### config.mk
export PLATFORM = sky130hd
export DESIGN_NAME = lb_endpoint_selector_top_flat
export DESIGN_NICKNAME = d
export VERILOG_FILES = /design/src/rtl/core/lbes_pkg.sv /design/src/rtl/core/lbes_if.sv /design/src/rtl/core/lbes_cfg.sv /design/src/rtl/core/lbes_datapath.sv /design/src/rtl/core/lbes_ctrl.sv /design/src/rtl/core/lb_endpoint_selector_top.sv /design/src/flat_wrapper.sv
export SDC_FILE = /design/constraint.sdc
export NUM_CORES = 1
export LEC_CHECK = 0
export ABC_AREA = 1
export BUFFER_PORTS_ARGS = -buffer_cell sky130_fd_sc_hd__buf_4
export CORE_MARGIN = 4
export CORE_UTILIZATION = 30
export DETAILED_ROUTE_END_ITERATION = 8
export SETUP_SLACK_MARGIN = 0.3
export SLEW_MARGIN = 30
export SYNTH_ARGS = -nofsm -noshare
export SYNTH_HDL_FRONTEND = slang
export SYNTH_SLANG_ARGS = --single-unit
### constraint.sdc
create_clock -name clk -period 7.1 [get_ports clk]
set_input_delay 0.71 -clock clk [delete_from_list [all_inputs] [get_ports clk]]
set_output_delay 0.71 -clock clk [all_outputs]
set_load 0.01 [all_outputs]
### src/rtl/core/lbes_pkg.sv
// Shared types and constants for the load balancer endpoint selector.
// No dependencies; imported by the interfaces and every module of the block.
package lbes_pkg;

	// Endpoint table limits
	localparam int MaxEndpoints = 16;
	localparam int CountCap     = (MaxEndpoints < 16) ? MaxEndpoints : 16;

	// Field widths
	localparam int HashW  = 32;
	localparam int IdxW   = 4;
	localparam int CountW = 5;
	localparam int MaskW  = 16;

	// Configuration port
	localparam int AddrW = 4;
	localparam int DataW = 32;

	// Register indexes (byte address = 4 * index)
	localparam logic [1:0] REG_SELECT_MODE    = 2'd0;
	localparam logic [1:0] REG_ENDPOINT_COUNT = 2'd1;
	localparam logic [1:0] REG_INACTIVE_MASK  = 2'd2;

	// Selection modes
	localparam logic MODE_ROUND_ROBIN = 1'b0;
	localparam logic MODE_HASH        = 1'b1;

	// Source of the result held for output
	localparam logic [1:0] RES_SCAN = 2'd0;
	localparam logic [1:0] RES_REM  = 2'd1;
	localparam logic [1:0] RES_NONE = 2'd2;

	typedef struct packed {
		logic       load;       // load dividend, clear remainder
		logic       div_step;   // one restoring division step
		logic       scan_rem;   // start scan at the remainder
		logic       scan_zero;  // start scan at endpoint zero
		logic       scan_step;  // advance scan pointer
		logic       commit_rr;  // store the next round-robin start
		logic       res_load;   // capture the result
		logic [1:0] res_src;    // where the result comes from
		logic       out_load;   // move the result into the output register
	} lbes_cmd_t;

	typedef struct packed {
		logic scan_active;  // endpoint under the scan pointer is active
		logic rem_active;   // hashed endpoint is active
		logic scan_last;    // scan pointer is on the last candidate
	} lbes_stat_t;

	typedef struct packed {
		logic              mode;
		logic [CountW-1:0] count;  // effective endpoint count
		logic [MaskW-1:0]  mask;
	} lbes_cfg_t;

endpackage

### src/rtl/core/lbes_if.sv
// Valid/ready channel interfaces for request and response words.
// Depends on lbes_pkg for field widths.
interface lbes_req_if;
	import lbes_pkg::*;
	logic             valid;
	logic             ready;
	logic [HashW-1:0] packet_hash;
	modport source (output valid, output packet_hash, input ready);
	modport sink (input valid, input packet_hash, output ready);
endinterface

interface lbes_rsp_if;
	import lbes_pkg::*;
	logic            valid;
	logic            ready;
	logic [IdxW-1:0] endpoint_index;
	logic            selected;
	modport source (output valid, output endpoint_index, output selected, input ready);
	modport sink (input valid, input endpoint_index, input selected, output ready);
endinterface

### src/rtl/core/lbes_cfg.sv
// APB-style configuration registers and effective endpoint count.
// Depends on lbes_pkg.
module lbes_cfg (
	input  logic                      clk,
	input  logic                      arst_n,
	input  logic                      psel,
	input  logic                      penable,
	input  logic                      pwrite,
	input  logic [lbes_pkg::AddrW-1:0] paddr,
	input  logic [lbes_pkg::DataW-1:0] pwdata,
	output logic [lbes_pkg::DataW-1:0] prdata,
	output logic                      pready,
	output lbes_pkg::lbes_cfg_t       cfg
);
	import lbes_pkg::*;

	logic              mode_q;
	logic [CountW-1:0] count_q;
	logic [MaskW-1:0]  mask_q;
	logic              wr_en;
	logic [1:0]        reg_idx;

	assign pready  = 1'b1;
	assign reg_idx = paddr[3:2];
	assign wr_en   = psel & penable & pwrite;

	// Write registers on the access phase; unknown indexes drop the word
	always_ff @(posedge clk or negedge arst_n) begin
		if (!arst_n) begin
			mode_q  <= MODE_ROUND_ROBIN;
			count_q <= CountW'(1);
			mask_q  <= '0;
		end else if (wr_en) begin
			case (reg_idx)
				REG_SELECT_MODE:    mode_q  <= pwdata[0];
				REG_ENDPOINT_COUNT: count_q <= pwdata[CountW-1:0];
				REG_INACTIVE_MASK:  mask_q  <= pwdata[MaskW-1:0];
				default: ;
			endcase
		end
	end

	// Read back
	always_comb begin
		case (reg_idx)
			REG_SELECT_MODE:    prdata = {{(DataW-1){1'b0}}, mode_q};
			REG_ENDPOINT_COUNT: prdata = {{(DataW-CountW){1'b0}}, count_q};
			REG_INACTIVE_MASK:  prdata = {{(DataW-MaskW){1'b0}}, mask_q};
			default:            prdata = '0;
		endcase
	end

	// Clamp the count into one .. cap
	always_comb begin
		cfg.mode = mode_q;
		cfg.mask = mask_q;
		if (count_q == '0) begin
			cfg.count = CountW'(1);
		end else if (count_q > CountW'(CountCap)) begin
			cfg.count = CountW'(CountCap);
		end else begin
			cfg.count = count_q;
		end
	end

endmodule

### src/rtl/core/lbes_datapath.sv
// Datapath: bit-serial remainder unit, endpoint scan pointer, round-robin
// start register and output payload. Depends on lbes_pkg.
module lbes_datapath (
	input  logic                       clk,
	input  logic                       arst_n,
	input  lbes_pkg::lbes_cfg_t        cfg,
	input  lbes_pkg::lbes_cmd_t        cmd,
	input  logic [lbes_pkg::HashW-1:0] packet_hash,
	output lbes_pkg::lbes_stat_t       stat,
	output logic [lbes_pkg::IdxW-1:0]  endpoint_index,
	output logic                       selected
);
	import lbes_pkg::*;

	logic [HashW-1:0]  dvd_q;
	logic [IdxW-1:0]   rem_q;
	logic [IdxW-1:0]   idx_q;
	logic [CountW-1:0] n_q;
	logic [IdxW-1:0]   next_start_q;
	logic [IdxW-1:0]   res_idx_q;
	logic              res_sel_q;
	logic [IdxW-1:0]   out_idx_q;
	logic              out_sel_q;
	logic [CountW-1:0] part;
	logic [CountW-1:0] part_red;
	logic [CountW-1:0] idx_inc;
	logic [IdxW-1:0]   idx_wrap;

	// One restoring step: shift in the next dividend bit, subtract if it fits
	always_comb begin
		part = {rem_q, dvd_q[HashW-1]};
		if (part >= cfg.count) begin
			part_red = part - cfg.count;
		end else begin
			part_red = part;
		end
	end

	// Successor of the scan pointer, wrapping at the count
	always_comb begin
		idx_inc = {1'b0, idx_q} + CountW'(1);
		if (idx_inc == cfg.count) begin
			idx_wrap = '0;
		end else begin
			idx_wrap = idx_inc[IdxW-1:0];
		end
	end

	assign stat.scan_active = ~cfg.mask[idx_q];
	assign stat.rem_active  = ~cfg.mask[rem_q];
	assign stat.scan_last   = (n_q == cfg.count - CountW'(1));

	// Remainder unit
	always_ff @(posedge clk) begin
		if (cmd.load) begin
			if (cfg.mode == MODE_HASH) begin
				dvd_q <= packet_hash;
			end else begin
				dvd_q <= {{(HashW-IdxW){1'b0}}, next_start_q};
			end
			rem_q <= '0;
		end else if (cmd.div_step) begin
			dvd_q <= {dvd_q[HashW-2:0], 1'b0};
			rem_q <= part_red[IdxW-1:0];
		end
	end

	// Scan pointer and candidate count
	always_ff @(posedge clk) begin
		if (cmd.scan_rem) begin
			idx_q <= rem_q;
			n_q   <= '0;
		end else if (cmd.scan_zero) begin
			idx_q <= '0;
			n_q   <= '0;
		end else if (cmd.scan_step) begin
			idx_q <= idx_wrap;
			n_q   <= n_q + CountW'(1);
		end
	end

	// Round-robin start
	always_ff @(posedge clk or negedge arst_n) begin
		if (!arst_n) begin
			next_start_q <= '0;
		end else if (cmd.commit_rr) begin
			next_start_q <= idx_wrap;
		end
	end

	// Hold the result, then move it into the output register
	always_ff @(posedge clk) begin
		if (cmd.res_load) begin
			case (cmd.res_src)
				RES_SCAN: begin
					res_idx_q <= idx_q;
					res_sel_q <= 1'b1;
				end
				RES_REM: begin
					res_idx_q <= rem_q;
					res_sel_q <= 1'b1;
				end
				default: begin
					res_idx_q <= '0;
					res_sel_q <= 1'b0;
				end
			endcase
		end
		if (cmd.out_load) begin
			out_idx_q <= res_idx_q;
			out_sel_q <= res_sel_q;
		end
	end

	assign endpoint_index = out_idx_q;
	assign selected       = out_sel_q;

endmodule

### src/rtl/core/lbes_ctrl.sv
// Controller state machine: sequences the division, the scan and the
// output handshake. Depends on lbes_pkg.
module lbes_ctrl (
	input  logic                 clk,
	input  logic                 arst_n,
	input  logic                 mode,
	input  logic                 in_valid,
	output logic                 in_ready,
	output logic                 out_valid,
	input  logic                 out_ready,
	input  lbes_pkg::lbes_stat_t stat,
	output lbes_pkg::lbes_cmd_t  cmd
);
	import lbes_pkg::*;

	localparam logic [2:0] S_IDLE = 3'd0;
	localparam logic [2:0] S_DIV  = 3'd1;
	localparam logic [2:0] S_INIT = 3'd2;
	localparam logic [2:0] S_SCAN = 3'd3;
	localparam logic [2:0] S_EMIT = 3'd4;

	localparam int         StepW    = $clog2(HashW);
	localparam logic [StepW-1:0] LastStep = StepW'(HashW - 1);

	logic [2:0]       state_q;
	logic [2:0]       state_d;
	logic [StepW-1:0] step_q;
	logic             out_valid_q;
	logic             slot_free;

	assign in_ready  = (state_q == S_IDLE);
	assign out_valid = out_valid_q;
	assign slot_free = ~out_valid_q | out_ready;

	// Next state and commands
	always_comb begin
		state_d = state_q;
		cmd     = '0;
		case (state_q)
			S_IDLE: begin
				if (in_valid) begin
					cmd.load = 1'b1;
					state_d  = S_DIV;
				end
			end
			S_DIV: begin
				cmd.div_step = 1'b1;
				if (step_q == LastStep) begin
					state_d = S_INIT;
				end
			end
			S_INIT: begin
				if (mode == MODE_HASH && stat.rem_active) begin
					cmd.res_load = 1'b1;
					cmd.res_src  = RES_REM;
					state_d      = S_EMIT;
				end else if (mode == MODE_HASH) begin
					cmd.scan_zero = 1'b1;
					state_d       = S_SCAN;
				end else begin
					cmd.scan_rem = 1'b1;
					state_d      = S_SCAN;
				end
			end
			S_SCAN: begin
				if (stat.scan_active) begin
					cmd.res_load  = 1'b1;
					cmd.res_src   = RES_SCAN;
					cmd.commit_rr = (mode == MODE_ROUND_ROBIN);
					state_d       = S_EMIT;
				end else if (stat.scan_last) begin
					cmd.res_load = 1'b1;
					cmd.res_src  = (mode == MODE_HASH) ? RES_REM : RES_NONE;
					state_d      = S_EMIT;
				end else begin
					cmd.scan_step = 1'b1;
				end
			end
			S_EMIT: begin
				if (slot_free) begin
					cmd.out_load = 1'b1;
					state_d      = S_IDLE;
				end
			end
			default: begin
				state_d = S_IDLE;
			end
		endcase
	end

	// State, step counter and output valid
	always_ff @(posedge clk or negedge arst_n) begin
		if (!arst_n) begin
			state_q     <= S_IDLE;
			step_q      <= '0;
			out_valid_q <= 1'b0;
		end else begin
			state_q <= state_d;
			if (cmd.load) begin
				step_q <= '0;
			end else if (cmd.div_step) begin
				step_q <= step_q + StepW'(1);
			end
			if (cmd.out_load) begin
				out_valid_q <= 1'b1;
			end else if (out_ready) begin
				out_valid_q <= 1'b0;
			end
		end
	end

endmodule

### src/rtl/core/lb_endpoint_selector_top.sv
// Load balancer endpoint selector: top level joining registers, controller
// and datapath. Depends on lbes_pkg, lbes_if, lbes_cfg, lbes_ctrl, lbes_datapath.
//
// Usage:
//   req  - request words carrying packet_hash (valid/ready).
//   rsp  - one response word per request: endpoint_index and selected.
//   APB  - select_mode at 0x0, endpoint_count at 0x4, inactive_mask at 0x8;
//          pready is tied high; write only while no request is in flight.
// Operation:
//   A request is reduced modulo the endpoint count by a one-bit-per-cycle
//   remainder unit, then the endpoint scan visits one candidate per cycle
//   (up to the endpoint count). In hash mode an active hashed endpoint is
//   taken without a scan. One request is worked at a time and the next is
//   taken the cycle after the result enters the output register.
// Reset:
//   Registers return to round-robin, count one, all endpoints active, and
//   the round-robin start to endpoint zero. No clearing pass is needed.
// Stalls:
//   The response sits in an output register; the next request is taken while
//   it waits, and the new result is held until the register is free.
module lb_endpoint_selector_top (
	input  logic                      clk,
	input  logic                      arst_n,
	lbes_req_if.sink                  req,
	lbes_rsp_if.source                rsp,
	input  logic                      psel,
	input  logic                      penable,
	input  logic                      pwrite,
	input  logic [lbes_pkg::AddrW-1:0] paddr,
	input  logic [lbes_pkg::DataW-1:0] pwdata,
	output logic [lbes_pkg::DataW-1:0] prdata,
	output logic                      pready
);
	import lbes_pkg::*;

	lbes_cfg_t  cfg;
	lbes_cmd_t  cmd;
	lbes_stat_t stat;

	lbes_cfg u_cfg (
		.clk     (clk),
		.arst_n  (arst_n),
		.psel    (psel),
		.penable (penable),
		.pwrite  (pwrite),
		.paddr   (paddr),
		.pwdata  (pwdata),
		.prdata  (prdata),
		.pready  (pready),
		.cfg     (cfg)
	);

	lbes_ctrl u_ctrl (
		.clk       (clk),
		.arst_n    (arst_n),
		.mode      (cfg.mode),
		.in_valid  (req.valid),
		.in_ready  (req.ready),
		.out_valid (rsp.valid),
		.out_ready (rsp.ready),
		.stat      (stat),
		.cmd       (cmd)
	);

	lbes_datapath u_dp (
		.clk            (clk),
		.arst_n         (arst_n),
		.cfg            (cfg),
		.cmd            (cmd),
		.packet_hash    (req.packet_hash),
		.stat           (stat),
		.endpoint_index (rsp.endpoint_index),
		.selected       (rsp.selected)
	);

endmodule

### src/flat_wrapper.sv
// flat-port wrapper written by rule: the top's interface ports become plain ports
module lb_endpoint_selector_top_flat import lbes_pkg::*;
  (clk, arst_n, psel, penable, pwrite, paddr, pwdata, prdata, pready, req_valid, req_packet_hash, req_ready, rsp_valid, rsp_endpoint_index, rsp_selected, rsp_ready);
  lbes_req_if req_i ();
  lbes_rsp_if rsp_i ();
  input  logic clk;
  input  logic arst_n;
  input  logic psel;
  input  logic penable;
  input  logic pwrite;
  input  logic [lbes_pkg::AddrW-1:0] paddr;
  input  logic [lbes_pkg::DataW-1:0] pwdata;
  output logic [lbes_pkg::DataW-1:0] prdata;
  output logic pready;
  input wire logic [$bits(req_i.valid)-1:0] req_valid;
  input wire logic [$bits(req_i.packet_hash)-1:0] req_packet_hash;
  output wire logic [$bits(req_i.ready)-1:0] req_ready;
  output wire logic [$bits(rsp_i.valid)-1:0] rsp_valid;
  output wire logic [$bits(rsp_i.endpoint_index)-1:0] rsp_endpoint_index;
  output wire logic [$bits(rsp_i.selected)-1:0] rsp_selected;
  input wire logic [$bits(rsp_i.ready)-1:0] rsp_ready;
  assign req_i.valid = req_valid;
  assign req_i.packet_hash = req_packet_hash;
  assign req_ready = req_i.ready;
  assign rsp_valid = rsp_i.valid;
  assign rsp_endpoint_index = rsp_i.endpoint_index;
  assign rsp_selected = rsp_i.selected;
  assign rsp_i.ready = rsp_ready;
  lb_endpoint_selector_top u_core (.clk(clk), .arst_n(arst_n), .req(req_i), .rsp(rsp_i), .psel(psel), .penable(penable), .pwrite(pwrite), .paddr(paddr), .pwdata(pwdata), .prdata(prdata), .pready(pready));
endmodule
### Word level (Yosys, flattened, before mapping)

Cells that the tools add are included.

| storage, ports and cells | value |
|---|---|
| register bits | 90 |
| bits in latches | 0 |
| RAM bits | 0 |
| memory bits (read-only) | 0 |
| bits of input ports | 75 |
| output and inout bits | 40 |
| logic and storage cells | 104 |
| memories | 0 |

| operators by class | value |
|---|---|
| add/sub/neg operators | 5 |
| multipliers | 0 |
| divide/modulo/power cells | 0 |
| magnitude comparators | 4 |
| eq/ne operators | 14 |
| shift-type cells | 0 |
| muxes and demuxes | 46 |
| bitwise logic cells | 6 |
| reduce and logical (&&, ||, !) cells | 14 |

Operators by type and width:

| cell | number |
|---|---|
| 32-bit 2-to-1 mux | 3 |
| 16-bit one-hot mux with 3 select lines | 1 |
| 3-bit 2-to-1 mux | 9 |
| 4-bit 2-to-1 mux | 5 |
| 5-bit 2-to-1 mux | 4 |
| 1-bit 2-to-1 mux | 15 |
| 3-bit one-hot mux with 5 select lines | 1 |
| 5-bit by 1-bit adder with 5-bit output, second input constant | 2 |
| 5-bit equality test | 2 |
| 4-bit by 5-bit < comparator with 1-bit output, second input constant | 2 |
| 1-bit binary-select mux with 4-bit select | 2 |
| 2-bit 2-to-1 mux | 4 |
| 4-bit one-hot mux with 2 select lines | 1 |
| 3-bit by 2-bit equality test with 1-bit output, second input constant | 2 |
| 2-bit inequality test, second input constant | 3 |
| 3-bit one-hot mux with 2 select lines | 1 |
| 2-bit AND reduction | 3 |
| 4-bit by 1-bit adder with 5-bit output, second input constant | 1 |
| 5-bit equality test, second input constant | 1 |
| 5-bit >= comparator | 1 |
| 5-bit greater-than comparator, second input constant | 1 |
| 5-bit zero test | 1 |
| 5-bit by 1-bit subtractor with 5-bit output, second input constant | 1 |
| 2-bit by 1-bit equality test with 1-bit output, second input constant | 2 |
| 15 further kinds | 21 |

### Logic depth before layout (Yosys ltp)

Gate-level depths: netlist (run 1).

| depth | value |
|---|---|
| depth after elaboration | 11 |
| gate-level depth with buffers | 17 |
| depth with buffers taken out | 17 |

### Hierarchy

A second synthesis (run 1) with hierarchy kept.

| unflattened totals | value |
|---|---|
| cell total of the unflattened synthesis | 649 |
| area total of the unflattened synthesis | 5168.7 um^2 |

Modules (own cells, without submodules):

| module | instances | cells an instance | area an instance (um^2) | seq. area each (um^2) |
|---|---|---|---|---|
| lbes_datapath | 1 | 397 | 3338.2 | 1661.6 |
| lbes_cfg | 1 | 174 | 1246.2 | 551.8 |
| lbes_ctrl | 1 | 78 | 584.3 | 225.2 |

### Least setup slack after synthesis (run 1)

No wires, ideal clock.

| timing path | value |
|---|---|
| path type | register to register |
| from | register u_core.u_cfg.count_q[3] |
| to | register u_core.u_dp.res_idx_q[0], enable pin |
| library setup time | 340 ps |
| arrival time | 2072 ps |
| required time | 6760 ps |
| slack | 4688 ps |
| cell stages (with the launch flop) | 15 |
| path buffers | 0 |
| clock period less this slack | 2412 ps |
| path through | dfrtp_1 -> nor2_2 -> nand2_2 -> nand2_2 -> nand2_4 -> ha_1 -> xor2_1 -> nand2_1 -> nor2_2 -> nand2_2 -> nor2_8 -> nand2_4 -> nand3_4 -> nand2_4 -> nor2_1 |

RTL lines:

| what | line | source |
|---|---|---|
| start, declared | lbes_cfg.sv:18 | `logic [CountW-1:0] count_q;` |
| start signal, assigned | lbes_cfg.sv:31 | `count_q <= CountW'(1);` |
| start signal, assigned | lbes_cfg.sv:36 | `REG_ENDPOINT_COUNT: count_q <= pwdata[CountW-1:0];` |
| end signal, assigned | lbes_datapath.sv:96 | `res_idx_q <= idx_q;` |
| end signal, assigned | lbes_datapath.sv:100 | `res_idx_q <= rem_q;` |
| end, declared | lbes_datapath.sv:20 | `logic [IdxW-1:0] res_idx_q;` |

==> metrics.cfg, run 1 <==
[status]
status=finished clean

[sta]
rsz0062_at_grt=no
hold_viol_final=0
slew_viol_final=0
fin_crit_ns=2.82
max_slew_margin_pct=63.0
setup_violations=0
final.setup_skew_ns=0.00685
min_period_over_period_pct=39.8
worst_slew_pin_slew_ns=0.555
timing.fmax_mhz=354
setup-tns-final_ns=0

[clocking]
clock_latency_ns=0.34
cts_hold_buf=0
cts_made_buffers=9
path_clk_slew_ns=0.07
cts_tree=yes
postCtsResizedCells=0
post_cts_buffers=0
h-tree-depth=3
cts_root_buf=clkbuf_16
cts_sinks=90
max-clock-path-buffers=2

[synth]
synth.area.top_cells=edfxtp_1 28%, dfrtp_1 17%, nand2_1 11%
synth-edff-count=46
async_flop_share_pct=38.9
yosysWarnings=0
syn_avg_cell_area_um2=8.47
synth-compound-area-share_pct=13.3
synthTopCellsByCount=145 x nand2_1, 71 x o21ai_0, 57 x inv_1, 46 x edfxtp_1, 42 x nor2_1
synth_top_family_by_area=simple AND/OR/NAND/NOR gates
synth_xor_area_share_pct=2.26
synth_area_um2=4980
ys_seq_area_share_pct=48.9
synthCells=588
synth-seq-cells=90
synth_cell_types=43
synth_adder_area_share_pct=2.91
synth_largest_area_cell=edfxtp_1
synth_top_area_share_pct=27.7
synth_most_common_cell=nand2_1
synthSimpleGateAreaFrac_pct=23.3
synthMuxAreaShare_pct=0.226
synth_top_flop_cell=edfxtp_1

[placement]
gp_congestion=0.866
port_buffers=79
place_inst=865
dp_hpwl_um=8230

[detailed_routing]
wl_um=11400
drt-wirelength-per-cell_um=12.9
dr.pass1.iters=4
drc=0
vias=3966
ant_nets=0
via_per_inst=4.50
first_iter_violations=352

[critical_path]
required_ns=7.09
cp.arrival_ns=2.81
setup.worst_path.class=flop to flop
crit_slowest_cell=dfrtp_1
end_kind=flop
slowest_delay_ns=0.43
r2r-start=u_core.u_cfg.count_q[4]$_DFFE_PN0P_
path_max_fanout=9
path_cells=inv_2 -> nand2_1 -> ha_1 -> inv_1 -> nand2_1 -> nand3_1 -> nand2_1 -> nor2_2 -> nand2_2 -> nor2_8 -> nand2_4 -> nand3_4 -> nand2_4 -> nor2_1
rr_endpoint=u_core.u_dp.res_idx_q[0]$_DFFE_PP_
worst-r2r-cell-count=14
crit_top_cell=nand2_1
cp-start-kind=flop
r2r_slack_ns=4.28

[power]
combPwrFrac_pct=38.0
p_sw_uw=910
p_int_mw=1.43
power_frac_clock_pct=21.8
leakagePower_nw=2.71
swShare_pct=38.8
seqPwrFrac_pct=40.1
vdd_drop_max_uv=135
power_density_nw_per_um2=388

[floorplanning]
rows=46
die_w_um=137
start_util_pct=31.0
core_area_um2=16100
die-area_um2=18700
die_y_um=137
pin_count=115

[final_layout]
layout.nets=746
n_antenna_cell=0
fin_cells=881
syn2layout_area_growth_pct=21.1
drive_gt1_share_pct=19.4

[min_path]
min_path_type=input pin to asynchronous set/reset pin

[grt]
grt_start_max_net_pins=68
grt_pass1_vias=3821
grt_use_total_pct=12.7
grt_antenna_before_repair=0
grt_pass1_wl_um=18900
gr-total-overflow=0

[job]
maxCapViolCount=0

[state kept, by name, summed over array words and instances (netlist names), 4 cells and up]
register                    count
u_core.u_dp.dvd_q              32
u_core.u_cfg.mask_q            16
u_core.u_cfg.count_q            5
u_core.u_ctrl.step_q            5
u_core.u_dp.n_q                 5
u_core.u_dp.endpoint_index      4
u_core.u_dp.idx_q               4
u_core.u_dp.next_start_q        4
u_core.u_dp.rem_q               4
u_core.u_dp.res_idx_q           4
[cell families after synthesis]
family                     Yosys count
AOI/OAI and AO/OA                  121
xor gates and xnor gates            12
adders and majority gates           11
buffers and inverters               97
DFF                                 90
muxes                                1
other                                2
and+or+nand+nor                    254
[layer usage]
layer  wire length, um  GRT usage (%)  vias up
li1                  -              -     2079
met1              5540           18.2     1786
met2              5080           19.2       89
met3               555           1.99       12
met4               201           4.88        0
met5                 0              0        -
[stage by stage]
stage	setup WS, ns	hold slack [ns]	area, um^2	utilization (%)	power [mW]
floorplan	4.69	0.400	5040	-	1.60
global placement	4.33	0.408	5720	35.6	1.84
detailed placement	4.28	0.413	5720	35.6	1.85
CTS	4.26	0.346	6030	37.6	2.37
global route	4.08	0.364	6030	37.6	2.55
finish	4.28	0.335	6030	37.6	2.34
[worst max-delay path by stage]
stage | from | depth (start not counted) | endpoint
after floorplan | u_core.u_cfg.count_q[3]$_DFFE_PN0P_ | 14 | u_core.u_dp.res_idx_q[0]$_DFFE_PP_
after global placement | u_core.u_cfg.count_q[4]$_DFFE_PN0P_ | 12 | u_core.u_dp.res_idx_q[1]$_DFFE_PP_
after detailed placement | u_core.u_cfg.count_q[4]$_DFFE_PN0P_ | 12 | u_core.u_dp.res_sel_q$_DFFE_PP_
after CTS | u_core.u_cfg.count_q[4]$_DFFE_PN0P_ | 12 | u_core.u_dp.res_idx_q[2]$_DFFE_PP_
after global routing | u_core.u_cfg.count_q[4]$_DFFE_PN0P_ | 12 | u_core.u_dp.res_idx_q[0]$_DFFE_PP_
final | u_core.u_cfg.count_q[4]$_DFFE_PN0P_ | 14 | u_core.u_dp.res_idx_q[0]$_DFFE_PP_
[cells in the final DEF, fill, tap and decap left out, types with 8 or more instances in the layout]
master     netlist  layout
inv_1           57      57
o21ai_0         71      71
clkbuf_16        0       9
dfrtp_1         34      34
conb_1           2      17
nor2_1          42      42
dfxtp_1          9       9
buf_4           19      83
nand3_1         25      25
nand2_1        145     144
edfxtp_1        46      46
nand2_2          9      10
xor2_1           8       8
a21oi_1         29      29
ha_1            10      10
nand4_1         18      18
[power by group through the flow]
stage	clock network [mW]	logic (mW)	registers, mW
after detailed placement	0	0.902	0.950
after global placement	0	0.894	0.945
after global routing	0.551	1.04	0.965
after floorplan	0	0.704	0.897
final	0.512	0.892	0.940
after CTS	0.525	0.907	0.941
[final cells by class]
type / count / area (um^2)
clock buffers: 9 / 225
clock inverters: 7 / 92.6
fillers: 1660 / 10000
inverters: 60 / 225
multi-input cells: 416 / 2160
flip-flops and latches: 90 / 2440
well taps: 216 / 270
repair buffers: 83 / 623
[worst max-delay path: cells and delay by family, from the launching register on]
family                   cells  cell delay [ns]
AND/OR/NAND/NOR             11             1.48
buffers and inverters        2             0.27
adder cells (fa/ha/maj)      1             0.29
flip-flops                   1             0.43
No activity file was read; power rests on OpenSTA's default activity.
==> inputs of run 2 (changes only) <==
==> constraint.sdc (replaced) <==
create_clock -name clk -period 2.8 [get_ports clk]
set_input_delay 0.28 -clock clk [delete_from_list [all_inputs] [get_ports clk]]
set_output_delay 0.28 -clock clk [all_outputs]
set_load 0.01 [all_outputs]
==> run 2 against run 1 <==
Die area is the same. Critical path depth is the same. Clock-buffer cell count is the same. Sequential share of layout area shrank 0.86 points. Critical path type unchanged. Sequential cell count is the same. Routed wire length grew 1.8%. Total power grew to 2.6 times the previous value.
==> metrics.cfg, run 2 (same netlist as run 1, synthesis figures left out) <==
[status]
status=finished clean  ; unchanged

[final_layout]
drive_gt1_share_pct=22.0  ; was 19.4%
mostFrequentLayoutCell=nand2_1  ; unchanged
n_antenna_cell=0  ; unchanged
layout.nets=759  ; was 746
syn2layout_area_growth_pct=23.8  ; was 21.1%
final_util_pct=38.4  ; was 37.6%
regMostFlops=u_core.u_dp.dvd_q  ; unchanged
largest_register_ffs=32  ; unchanged
top_regs=u_core.u_dp.dvd_q x32, u_core.u_cfg.mask_q x16  ; unchanged
finalInstanceArea_um2=6170  ; was 6030 um^2
final_cell_mix=143 x nand2_1, 95 x buf_4, 70 x o21ai_0  ; was 144 x nand2_1, 83 x buf_4, 71 x o21ai_0

[clocking]
cts_made_buffers=9  ; unchanged
max-clock-path-buffers=2  ; unchanged
clock_latency_ns=0.36  ; was 0.34 ns
cts_root_buf=clkbuf_16  ; unchanged
h-tree-depth=3  ; unchanged
cts_tree=yes  ; unchanged
path_clk_slew_ns=0.07  ; about the same
cts_sinks=90  ; unchanged

[power]
vdd_drop_max_uv=400  ; was 135 uV
total_power_mw=6.04  ; was 2.34 mW
leakagePower_nw=2.77  ; was 2.71 nW
power_density_nw_per_um2=980  ; was 388 nW/um^2

[grt]
gr-total-overflow=0  ; unchanged
grt_use_total_pct=13.0  ; was 12.7%
grt_antenna_before_repair=0  ; unchanged
grt_pass1_wl_um=18900  ; about the same
grt_start_max_net_pins=67  ; was 68
grt_pass1_vias=3872  ; was 3821

[detailed_routing]
dr.pass1.iters=5  ; was 4
via_per_inst=4.47  ; was 4.50
drc=0  ; unchanged
vias=3998  ; was 3966
drt-wirelength-per-cell_um=13.0  ; was 12.9 um
wl_um=11600  ; was 11400 um
first_iter_violations=315  ; was 352
ant_nets=0  ; unchanged

[sta]
final.setup_skew_ns=0.0117  ; was 0.00685 ns
holdWs_ns=0.103  ; was 0.335 ns
setup-tns-final_ns=0  ; unchanged
fin_crit_ns=2.32  ; was 2.82 ns
setup_violations=0  ; unchanged
timing.fmax_mhz=431  ; was 354 MHz
slew_viol_final=0  ; unchanged
hold_viol_final=0  ; unchanged
rsz0062_at_grt=no  ; unchanged
worst_slew_pin_slew_ns=0.560  ; was 0.555 ns
max_slew_margin_pct=62.6  ; was 63.0%
min_period_over_period_pct=82.9  ; was 39.8%

[min_path]
min_path_type=input pin to flop  ; was input pin to asynchronous set/reset pin
worst_hold_path.num_cells=2

[critical_path]
cp.arrival_ns=2.37  ; was 2.81 ns
setup.worst_path.class=flop to flop  ; unchanged
end_kind=flop  ; unchanged
path_max_fanout=6  ; was 9
r2r_slack_ns=0.48  ; was 4.28 ns
required_ns=2.85  ; was 7.09 ns
cp-start-kind=flop  ; unchanged
worst-r2r-cell-count=14  ; unchanged

[floorplanning]
rows=46  ; unchanged
core_area_um2=16100  ; unchanged
die_y_um=137  ; unchanged
die-area_um2=18700  ; unchanged
die_w_um=137  ; unchanged
pin_count=115  ; unchanged
start_util_pct=31.0  ; unchanged

[job]
maxCapViolCount=0  ; unchanged

[placement]
dp_hpwl_um=8320  ; was 8230 um
port_buffers=79  ; unchanged
placed_cell_area_um2=5750  ; was 5720 um^2
gp_congestion=0.829  ; was 0.866

-- run 2: cell type report --
cell class	count	area, um^2
clock buffers	9	225
repair buffers	96	723
well taps	216	270
fillers	1651	9890
multi-input cells	416	2200
clock inverters	7	87.6
flip-flops and latches	90	2440
inverters	60	225
-- run 2: what timing repair did --
action / 4_1_cts / 5_1_grt
resized for setup: 2 / 9
setup buffers: 0 / 7
endpoints found under the hold margin: 34 / 0
hold buffers: 1 / 0
pin swaps: 0 / 7
setup endpoints to repair: 5 / 17
-- run 2: final timing paths --
path / start / endpoint
max: u_core.u_cfg.count_q[2]$_DFFE_PN0P_ / u_core.u_dp.res_idx_q[0]$_DFFE_PP_
min: rsp_ready / u_core.u_ctrl.out_valid$_DFFE_PN0P_
max reg2reg: u_core.u_cfg.count_q[2]$_DFFE_PN0P_ / u_core.u_dp.res_idx_q[0]$_DFFE_PP_
min reg2reg: u_core.u_dp.res_idx_q[0]$_DFFE_PP_ / u_core.u_dp.endpoint_index[0]$_DFFE_PP_
max in group asynchronous: arst_n / u_core.u_cfg.count_q[2]$_DFFE_PN0P_
min in group asynchronous: arst_n / u_core.u_ctrl.out_valid$_DFFE_PN0P_
-- run 2: critical path, cell delays in order (launching register included) --
cell and delay, ns:
dfrtp_2 0.45, nor2_4 0.13, nand2_2 0.07, nand2_2 0.09, nand2_4 0.08, ha_4 0.27
xor2_1 0.14, nand2_1 0.08, nor2_2 0.09, nand2_2 0.09, nor2_8 0.12, nand2_4 0.08
nand3_4 0.07, nand2_4 0.08, nor2_4 0.18
-- run 2: where the power goes --
| part | switching, mW | internal (mW) | total [mW] | leakage (nW) |
|---|---|---|---|---|
| registers | 0.282 | 2.07 | 2.35 | 0.941 |
| clock network | 0.559 | 0.707 | 1.27 | 0.145 |
| logic | 1.56 | 0.873 | 2.43 | 1.69 |
| total | 2.40 | 3.65 | 6.04 | 2.77 |
-- run 2: metal layers --
metal  vias to the layer above  global-route usage [%]  part of all wire, %
li1                       2111                       -                    -
met1                      1792                    18.1                   48
met2                        82                    19.2                   45
met3                        13                    2.32                  4.7
met4                         0                    6.54                  1.6
met5                         -                       0                    0
-- run 2: per-stage QoR --
step,cells,setup WS [ns]
detailed placement,870,0.188
finish,894,0.478
floorplan,603,0.388
global route,894,0.313
global placement,870,0.234
CTS,887,0.321
